### src/rtl/core/cbp_pkg.sv
// Shared types and constants of the cascaded balance PID unit.
// No dependencies; imported by cbp_mul and cascaded_balance_pid_unit.
`timescale 1ns / 1ps

package cbp_pkg;

    // Configuration register indexes
    localparam logic [2:0] REG_ANGLE_KP   = 3'd0;
    localparam logic [2:0] REG_ANGLE_KI   = 3'd1;
    localparam logic [2:0] REG_ANGLE_KD   = 3'd2;
    localparam logic [2:0] REG_SPEED_KP   = 3'd3;
    localparam logic [2:0] REG_SPEED_KI   = 3'd4;
    localparam logic [2:0] REG_SPEED_KD   = 3'd5;
    localparam logic [2:0] REG_REST_ANGLE = 3'd6;

    // Register reset values, Q16.16
    localparam logic signed [31:0] ANGLE_KP_RST   = 32'sd1179648;
    localparam logic signed [31:0] ANGLE_KI_RST   = 32'sd0;
    localparam logic signed [31:0] ANGLE_KD_RST   = 32'sd39322;
    localparam logic signed [31:0] SPEED_KP_RST   = -32'sd6554;
    localparam logic signed [31:0] SPEED_KI_RST   = -32'sd16384;
    localparam logic signed [31:0] SPEED_KD_RST   = 32'sd0;
    localparam logic signed [31:0] REST_ANGLE_RST = -32'sd65536;

    // Loop bounds, Q16.16 (500, 10, 100, 255)
    localparam logic signed [31:0] SPEED_IBOUND = 32'sd32768000;
    localparam logic signed [31:0] SPEED_OBOUND = 32'sd655360;
    localparam logic signed [31:0] ANGLE_IBOUND = 32'sd6553600;
    localparam logic signed [31:0] ANGLE_OBOUND = 32'sd16711680;

    // Widths of the shared multiplier path
    localparam int OPND_W = 33;
    localparam int PROD_W = 65;
    localparam int TERM_W = 49;
    localparam int ACC_W  = 51;

    // Request to the shared multiplier
    typedef struct packed {
        logic                     en;
        logic signed [31:0]       gain;
        logic signed [OPND_W-1:0] operand;
    } cbp_mul_req_t;

endpackage

### src/rtl/core/cbp_mul.sv
// Shared gain multiplier: registered Q16.16 x Q17.16 product, reduced to Q33.16
// with truncation toward zero. Depends on cbp_pkg.
`timescale 1ns / 1ps

module cbp_mul (
    input  logic                                   aclk,
    input  cbp_pkg::cbp_mul_req_t                  req,
    output logic signed [cbp_pkg::TERM_W-1:0]      term
);
    import cbp_pkg::*;

    logic signed [PROD_W-1:0] prod_reg;
    logic signed [PROD_W-1:0] biased;
    logic signed [PROD_W-1:0] shifted;

    // Capture one product per request
    always_ff @(posedge aclk) begin
        if (req.en) begin
            prod_reg <= PROD_W'($signed(req.gain)) * PROD_W'($signed(req.operand));
        end
    end

    // Divide by 2^16 toward zero: bias negative products before the shift
    assign biased  = prod_reg + (prod_reg[PROD_W-1] ? PROD_W'(65535) : PROD_W'(0));
    assign shifted = biased >>> 16;
    assign term    = shifted[TERM_W-1:0];

endmodule

### src/rtl/core/cascaded_balance_pid_unit.sv
// Cascaded balance PID unit: outer speed PID feeds the angle target of an
// inner angle PID; one shared multiplier runs both loops under a sequencer.
// One item at a time: new input is accepted only after the last one is done.
// The sequencer runs a mean step, then per loop seven steps through the single
// multiplier (error, update, three products, sum, clamp), a target step between the
// loops and an output step. aresetn (sync, active low) clears gains to defaults, loop
// state to zero, and empties the output register. Depends on cbp_pkg and cbp_mul.
`timescale 1ns / 1ps

module cascaded_balance_pid_unit (
    input  logic         aclk,
    input  logic         aresetn,
    // configuration write port
    input  logic         cfg_wr_en,
    input  logic [2:0]   cfg_index,
    input  logic [31:0]  cfg_wdata,
    // input items
    input  logic         s_tvalid,
    output logic         s_tready,
    // [31:0] wheel_speed_left, [63:32] wheel_speed_right,
    // [95:64] tilt_angle, [127:96] speed_target
    input  logic [127:0] s_tdata,
    // result items
    output logic         m_tvalid,
    input  logic         m_tready,
    // [8:0] motor_one_pwm, [17:9] motor_two_pwm, [49:18] angle_target, [55:50] zero
    output logic [55:0]  m_tdata
);
    import cbp_pkg::*;

    typedef enum logic [10:0] {
        ST_IDLE = 11'b00000000001,
        ST_MEAN = 11'b00000000010,
        ST_ERR  = 11'b00000000100,
        ST_UPD  = 11'b00000001000,
        ST_MP   = 11'b00000010000,
        ST_MI   = 11'b00000100000,
        ST_MD   = 11'b00001000000,
        ST_ACC  = 11'b00010000000,
        ST_CLP  = 11'b00100000000,
        ST_TGT  = 11'b01000000000,
        ST_OUT  = 11'b10000000000
    } state_t;

    state_t state_reg, state_next;

    // configuration
    logic signed [31:0] angle_kp_reg, angle_ki_reg, angle_kd_reg;
    logic signed [31:0] speed_kp_reg, speed_ki_reg, speed_kd_reg;
    logic signed [31:0] rest_angle_reg;

    // loop state
    logic signed [31:0] speed_integ_reg, speed_prev_reg;
    logic signed [31:0] angle_integ_reg, angle_prev_reg;

    // item working registers
    logic signed [31:0]     left_reg, right_reg, tilt_reg, target_reg;
    logic signed [31:0]     meas_reg, err_reg, pid_out_reg, atarget_reg;
    logic signed [32:0]     diff_reg;
    logic signed [ACC_W-1:0] acc_reg;
    logic                   loop_reg;   // 0 speed loop, 1 angle loop

    // output register
    logic        m_tvalid_reg;
    logic [55:0] m_tdata_reg;

    // datapath next values
    logic signed [32:0]      sum_lr, mean_wide;
    logic signed [31:0]      meas_next, err_next, integ_next, pid_out_next, atarget_next;
    logic signed [31:0]      minuend, subtrahend, integ_cur, prev_cur;
    logic signed [31:0]      ibound, obound;
    logic signed [32:0]      diff_next;
    logic signed [31:0]      kp_sel, ki_sel, kd_sel;
    logic signed [ACC_W-1:0] term_ext;
    logic signed [TERM_W-1:0] term;
    logic signed [31:0]      drive_biased, drive_shift;
    logic [8:0]              drive;
    cbp_mul_req_t            mul_req;
    logic                    out_free;

    function automatic logic signed [31:0] sat32(input logic signed [32:0] v);
        logic signed [31:0] r;
        if (v > 33'sh0_7FFF_FFFF) begin
            r = 32'sh7FFF_FFFF;
        end else if (v < -33'sh0_8000_0000) begin
            r = 32'sh8000_0000;
        end else begin
            r = v[31:0];
        end
        return r;
    endfunction

    function automatic logic signed [31:0] clamp_sym(input logic signed [32:0] v,
                                                     input logic signed [31:0] b);
        logic signed [31:0] r;
        if (v > b) begin
            r = b;
        end else if (v < -b) begin
            r = -b;
        end else begin
            r = v[31:0];
        end
        return r;
    endfunction

    // Select the active loop's operands and bounds
    always_comb begin
        minuend    = loop_reg ? tilt_reg        : meas_reg;
        subtrahend = loop_reg ? atarget_reg     : target_reg;
        integ_cur  = loop_reg ? angle_integ_reg : speed_integ_reg;
        prev_cur   = loop_reg ? angle_prev_reg  : speed_prev_reg;
        ibound     = loop_reg ? ANGLE_IBOUND    : SPEED_IBOUND;
        obound     = loop_reg ? ANGLE_OBOUND    : SPEED_OBOUND;
        kp_sel     = loop_reg ? angle_kp_reg    : speed_kp_reg;
        ki_sel     = loop_reg ? angle_ki_reg    : speed_ki_reg;
        kd_sel     = loop_reg ? angle_kd_reg    : speed_kd_reg;
    end

    // Mean wheel speed, truncated toward zero
    assign sum_lr    = {left_reg[31], left_reg} + {right_reg[31], right_reg};
    assign mean_wide = (sum_lr + (sum_lr[32] ? 33'sd1 : 33'sd0)) >>> 1;
    assign meas_next = mean_wide[31:0];

    // Error, integral, difference, target
    assign err_next     = sat32({minuend[31], minuend} - {subtrahend[31], subtrahend});
    assign integ_next   = clamp_sym({integ_cur[31], integ_cur} + {err_reg[31], err_reg},
                                    ibound);
    assign diff_next    = {err_reg[31], err_reg} - {prev_cur[31], prev_cur};
    assign atarget_next = sat32({rest_angle_reg[31], rest_angle_reg}
                                - {pid_out_reg[31], pid_out_reg});

    // Clamp the summed terms to the loop's output bound
    always_comb begin
        if (acc_reg > obound) begin
            pid_out_next = obound;
        end else if (acc_reg < -obound) begin
            pid_out_next = -obound;
        end else begin
            pid_out_next = acc_reg[31:0];
        end
    end

    // Drive: angle output to integer, toward zero
    assign drive_biased = pid_out_reg + (pid_out_reg[31] ? 32'sd65535 : 32'sd0);
    assign drive_shift  = drive_biased >>> 16;
    assign drive        = drive_shift[8:0];

    // Feed the shared multiplier: one term per product step
    always_comb begin
        mul_req.en      = 1'b0;
        mul_req.gain    = kp_sel;
        mul_req.operand = {err_reg[31], err_reg};
        case (state_reg)
            ST_MP: begin
                mul_req.en = 1'b1;
            end
            ST_MI: begin
                mul_req.en      = 1'b1;
                mul_req.gain    = ki_sel;
                mul_req.operand = {integ_cur[31], integ_cur};
            end
            ST_MD: begin
                mul_req.en      = 1'b1;
                mul_req.gain    = kd_sel;
                mul_req.operand = diff_reg;
            end
            default: begin
                mul_req.en = 1'b0;
            end
        endcase
    end

    cbp_mul u_mul (
        .aclk (aclk),
        .req  (mul_req),
        .term (term)
    );

    assign term_ext = {{(ACC_W-TERM_W){term[TERM_W-1]}}, term};
    assign out_free = !m_tvalid_reg || m_tready;

    // Sequencer
    always_comb begin
        state_next = state_reg;
        case (state_reg)
            ST_IDLE: begin
                if (s_tvalid) begin
                    state_next = ST_MEAN;
                end
            end
            ST_MEAN: state_next = ST_ERR;
            ST_ERR:  state_next = ST_UPD;
            ST_UPD:  state_next = ST_MP;
            ST_MP:   state_next = ST_MI;
            ST_MI:   state_next = ST_MD;
            ST_MD:   state_next = ST_ACC;
            ST_ACC:  state_next = ST_CLP;
            ST_CLP:  state_next = loop_reg ? ST_OUT : ST_TGT;
            ST_TGT:  state_next = ST_ERR;
            ST_OUT: begin
                if (out_free) begin
                    state_next = ST_IDLE;
                end
            end
            default: state_next = ST_IDLE;
        endcase
    end

    always_ff @(posedge aclk) begin
        if (!aresetn) begin
            state_reg <= ST_IDLE;
        end else begin
            state_reg <= state_next;
        end
    end

    // Configuration writes; unknown index is dropped
    always_ff @(posedge aclk) begin
        if (!aresetn) begin
            angle_kp_reg   <= ANGLE_KP_RST;
            angle_ki_reg   <= ANGLE_KI_RST;
            angle_kd_reg   <= ANGLE_KD_RST;
            speed_kp_reg   <= SPEED_KP_RST;
            speed_ki_reg   <= SPEED_KI_RST;
            speed_kd_reg   <= SPEED_KD_RST;
            rest_angle_reg <= REST_ANGLE_RST;
        end else if (cfg_wr_en) begin
            case (cfg_index)
                REG_ANGLE_KP:   angle_kp_reg   <= cfg_wdata;
                REG_ANGLE_KI:   angle_ki_reg   <= cfg_wdata;
                REG_ANGLE_KD:   angle_kd_reg   <= cfg_wdata;
                REG_SPEED_KP:   speed_kp_reg   <= cfg_wdata;
                REG_SPEED_KI:   speed_ki_reg   <= cfg_wdata;
                REG_SPEED_KD:   speed_kd_reg   <= cfg_wdata;
                REG_REST_ANGLE: rest_angle_reg <= cfg_wdata;
                default: begin
                end
            endcase
        end
    end

    // Loop state: integral and previous error of the active loop
    always_ff @(posedge aclk) begin
        if (!aresetn) begin
            speed_integ_reg <= '0;
            speed_prev_reg  <= '0;
            angle_integ_reg <= '0;
            angle_prev_reg  <= '0;
        end else if (state_reg == ST_UPD) begin
            if (loop_reg) begin
                angle_integ_reg <= integ_next;
                angle_prev_reg  <= err_reg;
            end else begin
                speed_integ_reg <= integ_next;
                speed_prev_reg  <= err_reg;
            end
        end
    end

    always_ff @(posedge aclk) begin
        if (!aresetn) begin
            loop_reg <= 1'b0;
        end else if (state_reg == ST_MEAN) begin
            loop_reg <= 1'b0;
        end else if (state_reg == ST_TGT) begin
            loop_reg <= 1'b1;
        end
    end

    // Working registers of the item in flight
    always_ff @(posedge aclk) begin
        case (state_reg)
            ST_IDLE: begin
                left_reg   <= s_tdata[31:0];
                right_reg  <= s_tdata[63:32];
                tilt_reg   <= s_tdata[95:64];
                target_reg <= s_tdata[127:96];
            end
            ST_MEAN: meas_reg <= meas_next;
            ST_ERR:  err_reg  <= err_next;
            ST_UPD:  diff_reg <= diff_next;
            ST_MI:   acc_reg  <= term_ext;
            ST_MD:   acc_reg  <= acc_reg + term_ext;
            ST_ACC:  acc_reg  <= acc_reg + term_ext;
            ST_CLP:  pid_out_reg <= pid_out_next;
            ST_TGT:  atarget_reg <= atarget_next;
            default: begin
            end
        endcase
    end

    // Output register: load when the item finishes, drop when taken
    always_ff @(posedge aclk) begin
        if (!aresetn) begin
            m_tvalid_reg <= 1'b0;
        end else if (state_reg == ST_OUT && out_free) begin
            m_tvalid_reg <= 1'b1;
        end else if (m_tready) begin
            m_tvalid_reg <= 1'b0;
        end
    end

    always_ff @(posedge aclk) begin
        if (state_reg == ST_OUT && out_free) begin
            m_tdata_reg <= {6'd0, atarget_reg, drive, 9'(-drive)};
        end
    end

    assign s_tready = (state_reg == ST_IDLE);
    assign m_tvalid = m_tvalid_reg;
    assign m_tdata  = m_tdata_reg;

`ifndef NO_ASSERTIONS
    a_out_hold: assert property (@(posedge aclk) disable iff (!aresetn)
        (state_reg == ST_OUT && m_tvalid_reg && !m_tready) |=> (state_reg == ST_OUT))
        else $error("finished item left the sequencer while the output was full");

    a_valid_src: assert property (@(posedge aclk) disable iff (!aresetn)
        $rose(m_tvalid_reg) |-> $past(state_reg == ST_OUT))
        else $error("result valid raised outside the output step");

    a_speed_integ: assert property (@(posedge aclk) disable iff (!aresetn)
        (speed_integ_reg <= SPEED_IBOUND) && (speed_integ_reg >= -SPEED_IBOUND))
        else $error("speed integral beyond its bound");

    a_angle_integ: assert property (@(posedge aclk) disable iff (!aresetn)
        (angle_integ_reg <= ANGLE_IBOUND) && (angle_integ_reg >= -ANGLE_IBOUND))
        else $error("angle integral beyond its bound");

    a_speed_out: assert property (@(posedge aclk) disable iff (!aresetn)
        (state_reg == ST_TGT) |->
            ((pid_out_reg <= SPEED_OBOUND) && (pid_out_reg >= -SPEED_OBOUND)))
        else $error("speed loop output beyond its bound");
`endif

endmodule
### config.mk
export PLATFORM = sky130hd
export DESIGN_NAME = cascaded_balance_pid_unit
export DESIGN_NICKNAME = d
export VERILOG_FILES = /design/src/rtl/core/cbp_pkg.sv /design/src/rtl/core/cbp_mul.sv /design/src/rtl/core/cascaded_balance_pid_unit.sv
export SDC_FILE = /design/constraint.sdc
export NUM_CORES = 2
export LEC_CHECK = 0
export BUFFER_PORTS_ARGS = -buffer_cell sky130_fd_sc_hd__buf_2
export CAP_MARGIN = 30
export CORE_MARGIN = 5
export CORE_UTILIZATION = 56
export DETAILED_ROUTE_END_ITERATION = 6
export GPL_TIMING_DRIVEN = 0
export PLACE_DENSITY = 0.82
export SYNTH_ARGS = -nofsm -noshare
export SYNTH_HDL_FRONTEND = slang
export SYNTH_SLANG_ARGS = --single-unit
### constraint.sdc
create_clock -name aclk -period 10 [get_ports aclk]
set_input_delay 0.5 -clock aclk [delete_from_list [all_inputs] [get_ports aclk]]
set_output_delay 0.5 -clock aclk [all_outputs]
set_load 0.1 [all_outputs]
==> flow_summary.toml <==
[sta]
min_period_over_period_pct = 100
hold_viol_final = 0
worst_slew_pin_slew_ns = 1.07
fmax_mhz = 99.8
period_needed_ns = 10.02
fin_skew_ns = 0.0503
slew-limit-headroom_pct = 28.4
rsz0062_at_grt = "yes"
setup_viol = 1
timing.final.ws_setup_ns = -0.0156
tns_ns = -0.0156
drv_slew = 0
worst_hold_slack_ns = 0.133

[floorplanning]
ios = 226
dieArea_um2 = 153000
die_w_um = 391
die_h_um = 391
core-area_um2 = 144000
initial_core_util_pct = 56.5
std_cell_rows = 139

[worst_hold_path]
worstHoldStart = "cfg_wdata[27]"
hold_class = "primary input to flop"

[outcome]
status = "finished with violations"
violations = "setup timing"

[global_routing]
grt.total_usage_pct = 41.2
met1_usage_pct = 52.3
grt_use_met2_pct = 61.3
grt_max_degree = 99
grtUsageMet3_pct = 15.0
antenna_found_initial = 21
grt_pass1_vias = 71600
grt_pass1_wl_um = 463000
grt_remaining_overflow = 0
gr-max-usage-layer = "met2"

[final_layout]
fin_util_pct = 65.5
drive_above_1_share_pct = 12.8
fin_nets = 11100
syn2layout_area_growth_pct = 15.9
largest_reg_flops = 65

[setup_path]
crit_start = "loop_reg"
start_kind = "flop"
cp-end-kind = "flop"
cpPeakStageDelay_ns = 0.68
worstPathMaxFanout = 10
r2r-start = "loop_reg"
cp.arrival_ns = 10.57
worstPathRequired_ns = 10.56
cp_slowest_cell = "fa_1"
crit_top_cell = "fa_1"
crit_type = "flop to flop"

[synth]
yosys.area.top_type = "fa_1"
synth-async-reset-ratio_pct = 0
synthesis.area_um2 = 81300
postSynthAreaPerCell_um2 = 9.35
ys_top_cells_by_area = "fa_1 28%, edfxtp_1 17%, dfxtp_1 9.0%"
synth_top_area_share_pct = 27.5
synth_cells = 8694
synth_seq_cells = 819
ys_types = 89
synth_warnings = 0
synth-main-ff-cell = "edfxtp_1"
synth_edf_count = 454
ys_seq_area_share_pct = 25.8

[clocking]
clk_latency_ns = 0.72
cts.sinks = 819
cts_buffers = 87
cts_tree = "done"
path_clk_slew_ns = 0.07
clockRootBuffer = "clkbuf_16"
htreeDepth = 3
cts_max_path_buffers = 3

[placed_design]
dp_hpwl_um = 250000
portBuffers = 219
pre_cts_slack_ns = -3.05
gp_congestion = 1.06

[detailed_routing]
drtIter0Drc = 8790
wl_per_cell_um = 28.3
ant_nets = 0
drt-total-wl_um = 320000
vias_per_cell = 6.26
num_vias = 70800
drc = 0
first_pass_iters = 7

[flow_run]
cap_violations = 0
-- final timing paths --
check                            end  slack [ns]  depth (start not counted)
setup / recovery  u_mul.prod_reg[63]       -0.02                         32
hold / removal      angle_kd_reg[27]        0.13                          3
setup reg to reg  u_mul.prod_reg[63]       -0.02                         32
hold reg to reg   angle_integ_reg[5]        0.45                          2
-- kinds of logic (layout without fill, tap and decap cells) --
logic type / Yosys count / in the layout / share of synthesized area [%]
xor gates and xnor gates: 334 / 334 / 3.60
AOI/OAI and AO/OA: 1373 / 1373 / 10.8
buffers and inverters: 1534 / 2235 / 7.16
adders and majority gates: 1578 / 1578 / 34.6
muxes: 238 / 238 / 3.11
and+or+nand+nor: 2817 / 2818 / 15.0
DFF: 819 / 819 / 25.8
other: 1 / 21 / 0.00462
-- repair_timing --
item	CTS	global route
pin swaps	43	66
gates resized for setup	520	248
setup buffers	53	59
setup endpoints to repair	50	31
endpoints found under the hold margin	129	0
cloned	1	1
hold buffers	129	0
-- Yosys cell counts, drive strengths merged, types with 10 or more instances --
cell / instances
and2: 61
o211ai: 17
nand3b: 13
o21a: 63
o221ai: 10
or4: 10
dfxtp: 365
nand2: 1360
inv: 1114
o31ai: 42
nand4: 65
fa: 1118
maj3: 13
nor2: 765
o21ai: 212
nor2b: 43
mux2i: 132
o22ai: 29
o21bai: 38
a21oi: 542
a21o: 152
nand2b: 65
clkbuf: 392
a31o: 11
a2111oi: 10
a41oi: 11
ha: 447
and3: 73
a211oi: 30
a211o: 10
a221o: 38
mux2: 105
nor3: 75
or2: 23
a221oi: 38
nor3b: 21
nor4: 32
edfxtp: 454
or3: 22
buf: 27
xnor2: 227
a31oi: 42
xor2: 107
nand3: 157
-- worst max-delay path, delay by kind of cell, from the launching register on --
family	cells	cell delay, ns
fa+ha+maj	9	4.62
compound gates	8	1.80
buf+inv	8	1.61
simple gates	6	1.12
flops	1	0.39
mux	1	0.25
-- placed cells by master (no fill, tap or decap), types with 71 or more instances in the layout --
cell type | netlist | routed
nor3_1 | 75 | 72
nand2_1 | 1360 | 1353
buf_4 | 8 | 152
and3_1 | 72 | 71
nand3_1 | 157 | 156
edfxtp_1 | 454 | 454
inv_1 | 1114 | 1103
clkbuf_16 | 0 | 92
buf_2 | 2 | 231
a21o_1 | 152 | 143
o21ai_0 | 209 | 204
clkbuf_1 | 392 | 198
dfxtp_1 | 365 | 359
xnor2_1 | 227 | 227
ha_1 | 447 | 425
fa_1 | 1118 | 1077
a21oi_1 | 542 | 508
nor2_1 | 765 | 754
dlygate4sd3_1 | 0 | 129
mux2i_1 | 132 | 128
xor2_1 | 107 | 107
mux2_2 | 104 | 104
-- metal layers --
metal  up-vias  routed length (um)
met5         -                  85
met4        10               24300
met3      1250               44500
met2      4780              135000
met1     35000              116000
li1      29800                   -
-- final cells by class --
class                           count  area, um^2
Multi-Input combinational cell   6347       56300
Sequential cell                   819       21000
Timing Repair Buffer              568        4760
Fill cell                       11300       49700
Antenna cell                       15        37.5
Clock buffer                      106        2380
Clock inverter                     56         737
Buffer                            390        2350
Inverter                         1115        4210
Tap cell                         1903        2380
-- per-stage QoR --
| stage | cells | area [um^2] |
|---|---|---|
| floorplan | 8699 | 81300 |
| global placement | 10800 | 84800 |
| detailed placement | 10900 | 86500 |
| CTS | 11200 | 93000 |
| global route | 11300 | 94100 |
| finish | 11300 | 94200 |
Power is not shown: default switching activity piles up to over one toggle a cycle in this logic, so the estimate is an artifact.
